--- src/assert_macros.svh ---
// Assertion macros shared by the parser RTL.
// Simulation builds get concurrent assertions; synthesis builds get empty bodies.
`ifndef ASSERT_MACROS_SVH
`define ASSERT_MACROS_SVH
`ifndef SYNTHESIS
// The condition must hold in the same cycle as the trigger.
`define ASSERT_IMP(label, clk, rst, ante, cons, msg) \
   label: assert property (@(posedge clk) disable iff (rst) (ante) |-> (cons)) \
      else $error(msg);
// The condition must hold in the cycle after the trigger.
`define ASSERT_NXT(label, clk, rst, ante, cons, msg) \
   label: assert property (@(posedge clk) disable iff (rst) (ante) |=> (cons)) \
      else $error(msg);
`else
`define ASSERT_IMP(label, clk, rst, ante, cons, msg)
`define ASSERT_NXT(label, clk, rst, ante, cons, msg)
`endif
`endif

--- src/gorp_pkg.sv ---
// Package for the git object reference parser: widths, codes, the queued word type
// and the keyword character tables. No dependencies.
package gorp_pkg;

   // Length field width and saturation bound.
   localparam int LENGTH_BITS = 24;
   localparam int PROD_BITS = LENGTH_BITS + 4;
   localparam logic [LENGTH_BITS-1:0] LEN_MAX = {LENGTH_BITS{1'b1}};

   // Queue between the classifier and the parser.
   localparam int QUEUE_DEPTH = 4;
   localparam int QPTR_BITS = $clog2(QUEUE_DEPTH);
   localparam int QCOUNT_BITS = QPTR_BITS + 1;

   // Hash geometry.
   localparam int HASH_BYTES = 20;
   localparam int HASH_IDX_BITS = $clog2(HASH_BYTES);
   localparam int HEX_DIGITS = 40;
   localparam int DIGIT_CAP = 63;

   // Characters with a meaning of their own.
   localparam logic [7:0] CHAR_SPACE = 8'h20;
   localparam logic [7:0] CHAR_NUL = 8'h00;
   localparam logic [7:0] CHAR_NEWLINE = 8'h0A;
   localparam logic [7:0] CHAR_ONE = 8'h31;

   // Object and reference kinds.
   localparam logic [1:0] KIND_BLOB = 2'd0;
   localparam logic [1:0] KIND_TREE = 2'd1;
   localparam logic [1:0] KIND_COMMIT = 2'd2;
   localparam logic [1:0] KIND_UNKNOWN = 2'd3;

   // Expected type code that accepts any object.
   localparam logic [1:0] EXPECT_ANY = 2'd0;

   typedef enum logic [2:0] {
      ST_OK = 3'd0,
      ST_LENGTH = 3'd1,
      ST_TYPE = 3'd2,
      ST_UNKNOWN = 3'd3,
      ST_BADREF = 3'd4,
      ST_BADHDR = 3'd5
   } gorp_status_type;

   // One classified byte as it sits in the queue.
   typedef struct packed {
      logic [7:0] data;
      logic       last;
      logic [1:0] expected;
      logic       is_space;
      logic       is_nul;
      logic       is_newline;
      logic       is_digit;
      logic       is_hex;
      logic       is_one;
      logic [3:0] nibble;
   } gorp_byte_type;

   // Keep the first error of an object.
   function automatic gorp_status_type first_err(input gorp_status_type cur,
                                                 input gorp_status_type code);
      gorp_status_type res;
      if (cur == ST_OK) begin
         res = code;
      end else begin
         res = cur;
      end
      return res;
   endfunction

   // "blob"
   function automatic logic [7:0] blob_char(input logic [2:0] pos);
      logic [7:0] c;
      case (pos)
         3'd0: c = 8'h62;
         3'd1: c = 8'h6C;
         3'd2: c = 8'h6F;
         3'd3: c = 8'h62;
         default: c = CHAR_NUL;
      endcase
      return c;
   endfunction

   // "tree " (type word and commit keyword share it).
   function automatic logic [7:0] tree_char(input logic [2:0] pos);
      logic [7:0] c;
      case (pos)
         3'd0: c = 8'h74;
         3'd1: c = 8'h72;
         3'd2: c = 8'h65;
         3'd3: c = 8'h65;
         3'd4: c = CHAR_SPACE;
         default: c = CHAR_NUL;
      endcase
      return c;
   endfunction

   // "commit"
   function automatic logic [7:0] commit_char(input logic [2:0] pos);
      logic [7:0] c;
      case (pos)
         3'd0: c = 8'h63;
         3'd1: c = 8'h6F;
         3'd2: c = 8'h6D;
         3'd3: c = 8'h6D;
         3'd4: c = 8'h69;
         3'd5: c = 8'h74;
         default: c = CHAR_NUL;
      endcase
      return c;
   endfunction

   // "parent "
   function automatic logic [7:0] parent_char(input logic [2:0] pos);
      logic [7:0] c;
      case (pos)
         3'd0: c = 8'h70;
         3'd1: c = 8'h61;
         3'd2: c = 8'h72;
         3'd3: c = 8'h65;
         3'd4: c = 8'h6E;
         3'd5: c = 8'h74;
         3'd6: c = CHAR_SPACE;
         default: c = CHAR_NUL;
      endcase
      return c;
   endfunction

endpackage

--- src/gorp_front.sv ---
// Front end of the parser: takes request words and classifies each byte.
// Depends on gorp_pkg; feeds gorp_queue.
module gorp_front (
   input  logic                   req_valid,
   output logic                   req_stall,
   input  logic [7:0]             req_data_byte,
   input  logic                   req_last_byte,
   input  logic [1:0]             req_expected_type,
   input  logic                   queue_full,
   output logic                   push,
   output gorp_pkg::gorp_byte_type push_entry
);
   import gorp_pkg::*;

   logic is_digit;
   logic is_lower_hex;
   logic is_upper_hex;

   // The queue has room or the source waits.
   assign req_stall = queue_full;
   assign push = req_valid && !queue_full;

   // Character classes.
   assign is_digit = (req_data_byte >= 8'h30) && (req_data_byte <= 8'h39);
   assign is_lower_hex = (req_data_byte >= 8'h61) && (req_data_byte <= 8'h66);
   assign is_upper_hex = (req_data_byte >= 8'h41) && (req_data_byte <= 8'h46);

   // Build the classified word; letters a-f and A-F map to 10-15 from their low nibble.
   always_comb begin
      push_entry.data = req_data_byte;
      push_entry.last = req_last_byte;
      push_entry.expected = req_expected_type;
      push_entry.is_space = (req_data_byte == CHAR_SPACE);
      push_entry.is_nul = (req_data_byte == CHAR_NUL);
      push_entry.is_newline = (req_data_byte == CHAR_NEWLINE);
      push_entry.is_digit = is_digit;
      push_entry.is_hex = is_digit || is_lower_hex || is_upper_hex;
      push_entry.is_one = (req_data_byte == CHAR_ONE);
      push_entry.nibble = is_digit ? req_data_byte[3:0] : (req_data_byte[3:0] + 4'd9);
   end

endmodule

--- src/gorp_queue.sv ---
// Short queue of classified bytes between the front end and the parser.
// Depends on gorp_pkg and assert_macros.svh.
`include "assert_macros.svh"
module gorp_queue (
   input  logic                   clock,
   input  logic                   reset,
   input  logic                   push,
   input  gorp_pkg::gorp_byte_type push_entry,
   output logic                   full,
   input  logic                   pop,
   output logic                   rd_valid,
   output gorp_pkg::gorp_byte_type rd_entry
);
   import gorp_pkg::*;

   gorp_byte_type slot_ff [QUEUE_DEPTH];
   logic [QPTR_BITS-1:0] wr_ptr_ff;
   logic [QPTR_BITS-1:0] rd_ptr_ff;
   logic [QPTR_BITS-1:0] wr_ptr_in;
   logic [QPTR_BITS-1:0] rd_ptr_in;
   logic [QCOUNT_BITS-1:0] count_ff;
   logic [QCOUNT_BITS-1:0] count_in;

   assign full = (count_ff == QCOUNT_BITS'(QUEUE_DEPTH));
   assign rd_valid = (count_ff != '0);
   assign rd_entry = slot_ff[rd_ptr_ff];

   // Pointer wrap and occupancy.
   always_comb begin
      wr_ptr_in = (wr_ptr_ff == QPTR_BITS'(QUEUE_DEPTH - 1)) ? '0 : (wr_ptr_ff + 1'b1);
      rd_ptr_in = (rd_ptr_ff == QPTR_BITS'(QUEUE_DEPTH - 1)) ? '0 : (rd_ptr_ff + 1'b1);
      case ({push, pop})
         2'b10: count_in = count_ff + 1'b1;
         2'b01: count_in = count_ff - 1'b1;
         default: count_in = count_ff;
      endcase
   end

   // Pointers and count reset; the slots carry payload only.
   always_ff @(posedge clock) begin
      if (reset) begin
         wr_ptr_ff <= '0;
         rd_ptr_ff <= '0;
         count_ff <= '0;
      end else begin
         if (push) begin
            wr_ptr_ff <= wr_ptr_in;
         end
         if (pop) begin
            rd_ptr_ff <= rd_ptr_in;
         end
         count_ff <= count_in;
      end
      if (push) begin
         slot_ff[wr_ptr_ff] <= push_entry;
      end
   end

   `ASSERT_IMP(a_count_bound, clock, reset, 1'b1, count_ff <= QCOUNT_BITS'(QUEUE_DEPTH), "queue count exceeds depth")
   `ASSERT_NXT(a_push_grows, clock, reset, push && !pop, count_ff == $past(count_ff) + 1'b1, "push alone did not grow the queue")

endmodule

--- src/gorp_back.sv ---
// Parser back end: header, commit and tree state machine, hash store and result register.
// Depends on gorp_pkg and assert_macros.svh; pops words from gorp_queue.
`include "assert_macros.svh"
module gorp_back (
   input  logic                   clock,
   input  logic                   reset,
   input  logic                   rd_valid,
   input  gorp_pkg::gorp_byte_type rd_entry,
   output logic                   pop,
   output logic                   rsp_valid,
   input  logic                   rsp_stall,
   output logic                   rsp_ref_valid,
   output logic [1:0]             rsp_ref_kind,
   output logic [63:0]            rsp_hash_high,
   output logic [63:0]            rsp_hash_middle,
   output logic [31:0]            rsp_hash_low,
   output logic                   rsp_object_done,
   output logic [1:0]             rsp_object_kind,
   output logic [2:0]             rsp_status
);
   import gorp_pkg::*;

   typedef enum logic [3:0] {
      PH_START = 4'd0,
      PH_TYPE = 4'd1,
      PH_LEN = 4'd2,
      PH_SKIPHDR = 4'd3,
      PH_BODY = 4'd4,
      PH_C_KEY = 4'd5,
      PH_C_HASH = 4'd6,
      PH_C_MSG = 4'd7,
      PH_T_MODE = 4'd8,
      PH_T_NAME = 4'd9,
      PH_T_HASH = 4'd10,
      PH_BAD = 4'd11
   } phase_type;

   localparam logic [2:0] MATCH_ALL = 3'b111;
   localparam logic [1:0] KEY_ALL = 2'b11;

   // Parse state.
   phase_type phase_ff, phase_in, cur;
   logic [2:0] match_ff, match_in;
   logic [2:0] tcount_ff, tcount_in;
   logic [LENGTH_BITS-1:0] dlen_ff, dlen_in;
   logic [LENGTH_BITS-1:0] bcount_ff, bcount_in;
   logic [1:0] kmatch_ff, kmatch_in;
   logic [1:0] ekind_ff, ekind_in;
   logic [5:0] hcount_ff, hcount_in;
   gorp_status_type sticky_ff, sticky_in;
   logic [1:0] expk_ff, expk_in;
   logic [7:0] hash_ff [HASH_BYTES];
   logic [7:0] hash_view [HASH_BYTES];

   // Step helpers.
   logic hs_we;
   logic hs_keep_hi;
   logic [HASH_IDX_BITS-1:0] hs_idx;
   logic [7:0] hs_data;
   logic emit;
   logic [1:0] rkind;
   logic [2:0] nb3;
   logic [1:0] nb2;
   logic [1:0] k;
   logic [PROD_BITS-1:0] prod;
   logic [1:0] out_kind;
   gorp_status_type out_status;
   logic produce;
   logic out_free;
   logic [63:0] pack_high, pack_middle;
   logic [31:0] pack_low;

   // Result register.
   logic rsp_valid_ff;
   logic rsp_ref_valid_ff;
   logic [1:0] rsp_ref_kind_ff;
   logic [63:0] rsp_hash_high_ff;
   logic [63:0] rsp_hash_middle_ff;
   logic [31:0] rsp_hash_low_ff;
   logic rsp_object_done_ff;
   logic [1:0] rsp_object_kind_ff;
   logic [2:0] rsp_status_ff;

   // Kind of a one-hot type match.
   function automatic logic [1:0] kind_of(input logic [2:0] m);
      logic [1:0] r;
      unique case (m)
         3'b001: r = KIND_BLOB;
         3'b010: r = KIND_TREE;
         3'b100: r = KIND_COMMIT;
         default: r = KIND_UNKNOWN;
      endcase
      return r;
   endfunction

   // A word moves on whenever the result register is free or being drained.
   assign out_free = !rsp_valid_ff || !rsp_stall;
   assign pop = rd_valid && out_free;

   // Next parse state for the word at the head of the queue.
   always_comb begin
      phase_in = phase_ff;
      match_in = match_ff;
      tcount_in = tcount_ff;
      dlen_in = dlen_ff;
      bcount_in = bcount_ff;
      kmatch_in = kmatch_ff;
      ekind_in = ekind_ff;
      hcount_in = hcount_ff;
      sticky_in = sticky_ff;
      expk_in = expk_ff;
      hs_we = 1'b0;
      hs_keep_hi = 1'b0;
      hs_idx = '0;
      hs_data = '0;
      emit = 1'b0;
      rkind = KIND_BLOB;
      nb3 = '0;
      nb2 = '0;
      k = KIND_UNKNOWN;
      prod = '0;

      // The first byte of an object samples the expected type.
      cur = phase_ff;
      if (phase_ff == PH_START) begin
         expk_in = rd_entry.expected;
         cur = PH_TYPE;
      end
      phase_in = cur;

      // Body bytes are counted, saturating.
      if (cur >= PH_BODY) begin
         if (bcount_ff == LEN_MAX) begin
            sticky_in = first_err(sticky_in, ST_LENGTH);
         end else begin
            bcount_in = bcount_ff + 1'b1;
         end
      end

      unique case (cur)
         PH_TYPE: begin
            if (rd_entry.is_space) begin
               // End of the type word: keep only a candidate of full length.
               if (tcount_ff == 3'd4) begin
                  nb3 = {1'b0, match_ff[1:0]};
               end else if (tcount_ff == 3'd6) begin
                  nb3 = {match_ff[2], 2'b00};
               end
               match_in = nb3;
               phase_in = PH_LEN;
               hcount_in = '0;
               k = kind_of(nb3);
               if (k == KIND_UNKNOWN) begin
                  sticky_in = first_err(sticky_in, ST_UNKNOWN);
               end else if (expk_in != EXPECT_ANY && k != (expk_in - 2'd1)) begin
                  sticky_in = first_err(sticky_in, ST_TYPE);
               end
            end else begin
               nb3[0] = (tcount_ff < 3'd4) && match_ff[0] &&
                        (rd_entry.data == blob_char(tcount_ff));
               nb3[1] = (tcount_ff < 3'd4) && match_ff[1] &&
                        (rd_entry.data == tree_char(tcount_ff));
               nb3[2] = (tcount_ff < 3'd6) && match_ff[2] &&
                        (rd_entry.data == commit_char(tcount_ff));
               match_in = nb3;
               if (tcount_ff != 3'd7) begin
                  tcount_in = tcount_ff + 1'b1;
               end
            end
         end
         PH_LEN: begin
            if (rd_entry.is_digit) begin
               // Decimal accumulate with saturation.
               prod = ({4'b0, dlen_ff} << 3) + ({4'b0, dlen_ff} << 1) +
                      PROD_BITS'(rd_entry.nibble);
               if (prod[PROD_BITS-1:LENGTH_BITS] != '0) begin
                  dlen_in = LEN_MAX;
                  sticky_in = first_err(sticky_in, ST_LENGTH);
               end else begin
                  dlen_in = prod[LENGTH_BITS-1:0];
               end
               if (hcount_ff != 6'(DIGIT_CAP)) begin
                  hcount_in = hcount_ff + 1'b1;
               end
            end else if (rd_entry.is_nul && hcount_ff != '0) begin
               k = kind_of(match_ff);
               if (k == KIND_COMMIT) begin
                  phase_in = PH_C_KEY;
                  kmatch_in = KEY_ALL;
                  tcount_in = '0;
               end else if (k == KIND_TREE) begin
                  phase_in = PH_T_MODE;
               end else begin
                  phase_in = PH_BODY;
               end
            end else begin
               sticky_in = first_err(sticky_in, ST_BADHDR);
               phase_in = PH_SKIPHDR;
            end
         end
         PH_C_KEY: begin
            // Match the line against "tree " and "parent ".
            nb2[0] = (tcount_ff < 3'd5) && kmatch_ff[0] &&
                     (rd_entry.data == tree_char(tcount_ff));
            nb2[1] = (tcount_ff < 3'd7) && kmatch_ff[1] &&
                     (rd_entry.data == parent_char(tcount_ff));
            kmatch_in = nb2;
            tcount_in = tcount_ff + 1'b1;
            if (nb2 == '0) begin
               phase_in = PH_C_MSG;
            end else if (nb2[0] && tcount_ff == 3'd4) begin
               phase_in = PH_C_HASH;
               ekind_in = KIND_TREE;
               hcount_in = '0;
            end else if (nb2[1] && tcount_ff == 3'd6) begin
               phase_in = PH_C_HASH;
               ekind_in = KIND_COMMIT;
               hcount_in = '0;
            end
         end
         PH_C_HASH: begin
            if (rd_entry.is_newline) begin
               if (hcount_ff == 6'(HEX_DIGITS)) begin
                  emit = 1'b1;
                  rkind = ekind_ff;
                  phase_in = PH_C_KEY;
                  kmatch_in = KEY_ALL;
                  tcount_in = '0;
               end else begin
                  sticky_in = first_err(sticky_in, ST_BADREF);
                  phase_in = PH_BAD;
               end
            end else if (!rd_entry.is_hex || hcount_ff >= 6'(HEX_DIGITS)) begin
               sticky_in = first_err(sticky_in, ST_BADREF);
               phase_in = PH_BAD;
            end else begin
               // Even digits fill the high nibble and clear the low one.
               hs_we = 1'b1;
               hs_idx = hcount_ff[5:1];
               hs_keep_hi = hcount_ff[0];
               hs_data = hcount_ff[0] ? {4'b0, rd_entry.nibble} : {rd_entry.nibble, 4'b0};
               hcount_in = hcount_ff + 1'b1;
            end
         end
         PH_T_MODE: begin
            ekind_in = rd_entry.is_one ? KIND_BLOB : KIND_TREE;
            phase_in = PH_T_NAME;
         end
         PH_T_NAME: begin
            if (rd_entry.is_nul) begin
               phase_in = PH_T_HASH;
               hcount_in = '0;
            end
         end
         PH_T_HASH: begin
            if (hcount_ff < 6'(HASH_BYTES)) begin
               hs_we = 1'b1;
               hs_idx = hcount_ff[HASH_IDX_BITS-1:0];
               hs_data = rd_entry.data;
            end
            hcount_in = hcount_ff + 1'b1;
            if (hcount_in >= 6'(HASH_BYTES)) begin
               emit = 1'b1;
               rkind = ekind_ff;
               phase_in = PH_T_MODE;
            end
         end
         default: begin
         end
      endcase

      // End of object checks.
      if (rd_entry.last) begin
         if (phase_in == PH_TYPE || phase_in == PH_LEN) begin
            sticky_in = first_err(sticky_in, ST_BADHDR);
         end else if (phase_in == PH_C_HASH) begin
            if (hcount_in == 6'(HEX_DIGITS)) begin
               emit = 1'b1;
               rkind = ekind_in;
            end else begin
               sticky_in = first_err(sticky_in, ST_BADREF);
            end
         end else if (phase_in == PH_T_NAME || phase_in == PH_T_HASH) begin
            sticky_in = first_err(sticky_in, ST_BADREF);
         end
         if (sticky_in == ST_OK && dlen_in != bcount_in) begin
            sticky_in = first_err(sticky_in, ST_LENGTH);
         end
      end

      out_kind = (phase_in == PH_TYPE) ? KIND_UNKNOWN : kind_of(match_in);
      out_status = sticky_in;
      produce = emit || rd_entry.last;

      // After the last byte the parse state returns to its start value.
      if (rd_entry.last) begin
         phase_in = PH_START;
         match_in = MATCH_ALL;
         tcount_in = '0;
         dlen_in = '0;
         bcount_in = '0;
         kmatch_in = '0;
         ekind_in = KIND_BLOB;
         hcount_in = '0;
         sticky_in = ST_OK;
         expk_in = EXPECT_ANY;
      end
   end

   // Hash store with this word's write applied, and its packed form.
   always_comb begin
      for (int i = 0; i < HASH_BYTES; i++) begin
         if (hs_we && hs_idx == HASH_IDX_BITS'(i)) begin
            hash_view[i] = hs_keep_hi ? {hash_ff[i][7:4], hs_data[3:0]} : hs_data;
         end else begin
            hash_view[i] = hash_ff[i];
         end
      end
      for (int i = 0; i < 8; i++) begin
         pack_high[63-8*i -: 8] = hash_view[i];
         pack_middle[63-8*i -: 8] = hash_view[8+i];
      end
      for (int i = 0; i < 4; i++) begin
         pack_low[31-8*i -: 8] = hash_view[16+i];
      end
   end

   // State and result register.
   always_ff @(posedge clock) begin
      if (reset) begin
         phase_ff <= PH_START;
         match_ff <= MATCH_ALL;
         tcount_ff <= '0;
         dlen_ff <= '0;
         bcount_ff <= '0;
         kmatch_ff <= '0;
         ekind_ff <= KIND_BLOB;
         hcount_ff <= '0;
         sticky_ff <= ST_OK;
         expk_ff <= EXPECT_ANY;
         rsp_valid_ff <= 1'b0;
      end else begin
         if (pop) begin
            phase_ff <= phase_in;
            match_ff <= match_in;
            tcount_ff <= tcount_in;
            dlen_ff <= dlen_in;
            bcount_ff <= bcount_in;
            kmatch_ff <= kmatch_in;
            ekind_ff <= ekind_in;
            hcount_ff <= hcount_in;
            sticky_ff <= sticky_in;
            expk_ff <= expk_in;
         end
         if (out_free) begin
            rsp_valid_ff <= pop && produce;
         end
      end
      if (pop) begin
         hash_ff <= hash_view;
      end
      if (pop && produce) begin
         rsp_ref_valid_ff <= emit;
         rsp_ref_kind_ff <= emit ? rkind : KIND_BLOB;
         rsp_hash_high_ff <= emit ? pack_high : '0;
         rsp_hash_middle_ff <= emit ? pack_middle : '0;
         rsp_hash_low_ff <= emit ? pack_low : '0;
         rsp_object_done_ff <= rd_entry.last;
         rsp_object_kind_ff <= rd_entry.last ? out_kind : KIND_BLOB;
         rsp_status_ff <= rd_entry.last ? out_status : ST_OK;
      end
   end

   assign rsp_valid = rsp_valid_ff;
   assign rsp_ref_valid = rsp_ref_valid_ff;
   assign rsp_ref_kind = rsp_ref_kind_ff;
   assign rsp_hash_high = rsp_hash_high_ff;
   assign rsp_hash_middle = rsp_hash_middle_ff;
   assign rsp_hash_low = rsp_hash_low_ff;
   assign rsp_object_done = rsp_object_done_ff;
   assign rsp_object_kind = rsp_object_kind_ff;
   assign rsp_status = rsp_status_ff;

   `ASSERT_NXT(a_last_restarts, clock, reset, pop && rd_entry.last, phase_ff == PH_START, "parser did not restart after the last byte")
   `ASSERT_IMP(a_status_on_done, clock, reset, rsp_valid_ff && !rsp_object_done_ff, rsp_status_ff == ST_OK, "status given on a word that does not end an object")
   `ASSERT_IMP(a_hash_clear, clock, reset, rsp_valid_ff && !rsp_ref_valid_ff, rsp_hash_low_ff == '0 && rsp_hash_high_ff == '0, "hash given without a reference")

endmodule

--- src/git_object_reference_parser_top.sv ---
// Git object reference parser, top level: links front end, queue and parser.
// Depends on gorp_pkg, gorp_front, gorp_queue and gorp_back.
//
// Usage:
//   The req_ channel carries one byte of a decompressed object per word, header
//   first, with req_last_byte on the final byte; req_expected_type is taken from
//   the first byte of each object. The rsp_ channel returns one word when a
//   reference hash completes, when an object ends, or both in the same word.
//   Throughput is one byte per cycle unless rsp_stall holds a result word.
//   A byte taken into an empty queue is stored in a queue slot, then its result
//   word is registered. A four-word queue sits between the classifier and the
//   parser, so req_stall rises only once four bytes wait behind a stalled
//   result word; rsp_stall holds a valid result word and pauses the parser.
//   Bytes that produce no result are consumed without a word on rsp_.
//   Synchronous reset empties the queue, drops any pending result and returns
//   the parser to the start of a header. The hash store has no clearing pass and
//   the block accepts bytes in the first cycle after reset.
module git_object_reference_parser_top (
   input  logic        clock,
   input  logic        reset,
   input  logic        req_valid,
   output logic        req_stall,
   input  logic [7:0]  req_data_byte,
   input  logic        req_last_byte,
   input  logic [1:0]  req_expected_type,
   output logic        rsp_valid,
   input  logic        rsp_stall,
   output logic        rsp_ref_valid,
   output logic [1:0]  rsp_ref_kind,
   output logic [63:0] rsp_hash_high,
   output logic [63:0] rsp_hash_middle,
   output logic [31:0] rsp_hash_low,
   output logic        rsp_object_done,
   output logic [1:0]  rsp_object_kind,
   output logic [2:0]  rsp_status
);
   import gorp_pkg::*;

   logic push;
   logic queue_full;
   logic pop;
   logic rd_valid;
   gorp_byte_type push_entry;
   gorp_byte_type rd_entry;

   // Classify incoming bytes.
   gorp_front u_front (
      .req_valid         (req_valid),
      .req_stall         (req_stall),
      .req_data_byte     (req_data_byte),
      .req_last_byte     (req_last_byte),
      .req_expected_type (req_expected_type),
      .queue_full        (queue_full),
      .push              (push),
      .push_entry        (push_entry)
   );

   // Decouple the two sides.
   gorp_queue u_queue (
      .clock      (clock),
      .reset      (reset),
      .push       (push),
      .push_entry (push_entry),
      .full       (queue_full),
      .pop        (pop),
      .rd_valid   (rd_valid),
      .rd_entry   (rd_entry)
   );

   // Parse and deliver results.
   gorp_back u_back (
      .clock           (clock),
      .reset           (reset),
      .rd_valid        (rd_valid),
      .rd_entry        (rd_entry),
      .pop             (pop),
      .rsp_valid       (rsp_valid),
      .rsp_stall       (rsp_stall),
      .rsp_ref_valid   (rsp_ref_valid),
      .rsp_ref_kind    (rsp_ref_kind),
      .rsp_hash_high   (rsp_hash_high),
      .rsp_hash_middle (rsp_hash_middle),
      .rsp_hash_low    (rsp_hash_low),
      .rsp_object_done (rsp_object_done),
      .rsp_object_kind (rsp_object_kind),
      .rsp_status      (rsp_status)
   );

endmodule

--- config.mk ---
export PLATFORM = sky130hd
export DESIGN_NAME = git_object_reference_parser_top
export DESIGN_NICKNAME = d
export VERILOG_FILES = /design/src/gorp_pkg.sv /design/src/gorp_front.sv /design/src/gorp_queue.sv /design/src/gorp_back.sv /design/src/git_object_reference_parser_top.sv
export VERILOG_INCLUDE_DIRS = /design/src /design/src/src
export SDC_FILE = /design/constraint.sdc
export NUM_CORES = 1
export LEC_CHECK = 0
export ABC_AREA = 0
export BUFFER_PORTS_ARGS = -buffer_cell sky130_fd_sc_hd__buf_4
export CAP_MARGIN = 40
export CELL_PAD_IN_SITES_DETAIL_PLACEMENT = 0
export CELL_PAD_IN_SITES_GLOBAL_PLACEMENT = 1
export CORE_MARGIN = 8
export CORE_UTILIZATION = 43
export DETAILED_ROUTE_END_ITERATION = 12
export PLACE_DENSITY = 0.81
export SETUP_SLACK_MARGIN = 0.02
export SLEW_MARGIN = 10
export SYNTH_ARGS = -nofsm -noshare
export SYNTH_HDL_FRONTEND = slang
export SYNTH_SLANG_ARGS = --single-unit
--- constraint.sdc ---
create_clock -name clock -period 15.5 [get_ports clock]
set_input_delay 3.875 -clock clock [delete_from_list [all_inputs] [get_ports clock]]
set_output_delay 3.875 -clock clock [all_outputs]
set_load 0.005 [all_outputs]
==> impl_metrics.yaml <==
sta:
  relSlewSlack_pct: 34.0
  fin_crit_ns: 6.50
  hold_viol: 0
  rsz0062_at_grt: "no"
  whs_ns: 0.459
  fin_skew_ns: 0.0316
  slew_violations: 0
  tns_ns: 0
  worstMarginPinSlew_ns: 0.991
  timing.fmax_ghz: 0.154
  post-route-period-util_pct: 41.9
  setup_viol: 0
synth:
  synth_cells: 2415
  syn_avg_cell_area_um2: 10.6
  synth_warnings: 0
  ys_seq_area_share_pct: 54.8
  synth-main-ff-cell: "edfxtp_1"
  synth-async-reset-ratio_pct: 0
  ys_ff_latch: 496
  ys_types: 79
  synth_nets: 2501
  syn-cell-area_mm2: 0.0257
  synth_edf_count: 413
global_route:
  grt_pass1_wl_um: 108000
  track_usage_pct: 19.9
  grt-ovfl-total: 0
  grt_max_degree: 168
  grt_antenna_before_repair: 0
  grt_pass1_vias: 18500
final_layout:
  fin_cells: 3359
  drive_gt1_share_pct: 17.0
  fin_nets: 2628
  multi_input_area_mm2: 0.0107
  final-seq-area_mm2: 0.0141
  stdcell_area_mm2: 0.0297
  fillers: 5277
  n_antenna_cell: 0
  areaGrowthSynthToFinish_pct: 15.8
setup_path:
  crit_buf_inv: 4
  cp_cell_sequence: "inv_1, ha_1, or3_1, or4_1, a221o_1, or4_4, or3_4, a21oi_1, o21ai_1, nand4_1, nor2b_4, buf_4, buf_16, buf_4, a211oi_1"
  cp.arrival_ns: 6.80
  cpPeakStageDelay_ns: 0.94
  crit_type: "reg -> reg"
  critical_path.most_common_cell: "buf_4"
  slowest_stage: "dfxtp_1"
  start_kind: "register"
  crit_path_end_kind: "register"
  cp_max_fo: 72
  cp_data_required_time_ns: 15.80
  cpLargestDelayFamily: "simple AND/OR/NAND/NOR gates"
flow_run:
  cap_viol_max_count: 0
place:
  dp_cells: 3257
  port_buffers: 185
  finalWeightedCongestion: 0.909
  placed_area_mm2: 0.0279
  hpwl_um: 49000
clocking:
  clkTransAtPathRegs_ns: 0.06
  cts_tree: "done"
  max-clock-path-buffers: 3
  cts_setup_buffers: 0
  ctsHtreeMaxLevel: 2
  hold_buffers: 0
  cts-buffers-inserted: 53
  post_cts_resized: 0
  root_buffer: "clkbuf_16"
  clock_sinks: 496
  clk_latency_ns: 0.62
min_path:
  hold_class: "reg -> reg"
floorplanning:
  rows: 89
  die_w_um: 260
  io-pin-count: 186
  die-area_mm2: 0.0677
  die_h_um: 260
  core_area_mm2: 0.0590
  start_util_pct: 43.5
power:
  leakage_nw: 10.7
  max-vdd-ir-drop_mv: 0.146
  power_density_mw_per_mm2: 154
detailed_routing:
  wl_per_cell_um: 20.9
  antenna_left: 0
  drt_pass1_iterations: 5
  via_per_inst: 5.81
  vias: 19500
  drt_wl_total_um: 70100
  drtIter0Drc: 1807
  drc: 0
run_status:
  outcome: "finished, final reports clean"
-- registers in the layout, indices dropped and copies added, names as in the netlist, 3 cells and up, named ones only --
name	cells
u_back.bcount_ff	24
u_back.dlen_ff	24
u_back.hash_ff	160
u_back.hcount_ff	6
u_back.match_ff	3
u_back.phase_ff	4
u_back.rsp_hash_high	64
u_back.rsp_hash_low	32
u_back.rsp_hash_middle	64
u_back.rsp_status	3
u_back.sticky_ff	3
u_back.tcount_ff	3
u_queue.count_ff	3
u_queue.slot_ff	84
-- synth_stat cells, types with 12 or more instances --
master / instances / area share (%)
xor2_1: 19 / 0.65
a22oi_1: 34 / 1.0
a21oi_1: 218 / 4.3
nand4_1: 20 / 0.49
mux4_2: 20 / 1.8
or3_1: 15 / 0.37
nor3_1: 42 / 0.82
a21o_1: 18 / 0.53
and3_1: 20 / 0.49
nand2b_1: 16 / 0.39
edfxtp_1: 413 / 48
nand2_1: 190 / 2.8
nor2b_1: 33 / 0.80
nand3_1: 38 / 0.74
inv_1: 90 / 1.3
clkbuf_1: 146 / 2.1
a31oi_1: 21 / 0.51
buf_2: 12 / 0.23
xnor2_1: 34 / 1.2
dfxtp_1: 83 / 6.5
mux2i_1: 20 / 0.78
and2_1: 29 / 0.71
ha_1: 68 / 3.3
a211oi_1: 73 / 2.1
o21ai_0: 84 / 1.6
a211oi_2: 49 / 2.4
o211ai_1: 16 / 0.47
nor2_1: 340 / 5.0
o21a_1: 49 / 1.4
-- kinds of logic (layout without fill, tap and decap cells) --
kind of cell | count (synthesis) | after routing | share of synthesized area, %
xor+xnor | 53 | 53 | 1.81
flops | 496 | 496 | 54.8
buf+inv | 262 | 433 | 4.13
mux | 47 | 47 | 2.84
simple gates | 798 | 798 | 14.3
fa+ha+maj | 71 | 71 | 3.55
compound gates | 688 | 688 | 18.6
-- cell type report --
type | count | area share [%]
inverters | 91 | 1.17
repair buffers | 243 | 6.49
well taps | 773 | 3.25
clock buffers | 66 | 4.87
multi-input cells | 1657 | 35.9
clock inverters | 33 | 0.968
flip-flops and latches | 496 | 47.3
-- worst paths after layout --
kind	start	end	slack [ns]	cells past startpoint
max	u_back.tcount_ff[2]	u_back.rsp_hash_high[17]	9.00	15
min	u_back.kmatch_ff[0]	u_back.kmatch_ff[0]	0.46	2
max reg2reg	u_back.tcount_ff[2]	u_back.rsp_hash_high[17]	9.00	15
min reg2reg	u_back.kmatch_ff[0]	u_back.kmatch_ff[0]	0.46	2
-- metal layers --
layer | up-vias | global-route usage (%) | wire [um]
li1 | 9267 | - | -
met1 | 9491 | 28.0 | 31400
met2 | 669 | 32.4 | 32900
met3 | 78 | 3.00 | 4620
met4 | 0 | 4.14 | 1180
met5 | - | 0 | 0
-- power breakdown --
| part | switching (mW) | internal (mW) |
|---|---|---|
| Clock | 0.532 | 0.717 |
| Sequential | 0.124 | 1.85 |
| Combinational | 0.854 | 0.504 |
-- worst reg2reg max path: stages, from the launching register on --
cell and delay (ns):
dfxtp_1 0.94, inv_1 0.31, ha_1 0.34, or3_1 0.39
or4_1 0.41, a221o_1 0.31, or4_4 0.55, or3_4 0.38
a21oi_1 0.36, o21ai_1 0.14, nand4_1 0.20, nor2b_4 0.23
buf_4 0.35, buf_16 0.32, buf_4 0.82, a211oi_1 0.13
-- per-stage QoR --
| step | util [%] | total power [mW] | worst slack, ns |
|---|---|---|---|
| after global routing | 50.4 | 4.81 | 8.59 |
| after CTS | 50.3 | 4.63 | 9.03 |
| after global placement | 46.9 | 3.34 | 8.36 |
| final | 50.4 | 4.58 | 9.00 |
| after floorplan | - | 2.83 | 3.45 |
| after detailed placement | 47.3 | 3.37 | 8.45 |
-- layout by cell type, fill, tap and decap left out, drive strengths merged, types with 20 or more instances in the layout --
cell type	Yosys	routed
ha	68	68
xnor2	34	34
inv	90	92
o21ai	85	85
nand4	20	20
buf	25	243
nor3	42	42
and2	29	29
a211oi	122	122
o21a	49	49
a22oi	34	34
mux4	20	20
and3	20	20
a21oi	219	219
edfxtp	413	413
clkinv	1	25
a31oi	21	21
clkbuf	146	66
dfxtp	83	83
nor2b	33	33
nand2	190	190
nor2	340	340
mux2i	20	20
nand3	38	38
Note: power is estimated with default switching activity, not from simulation.
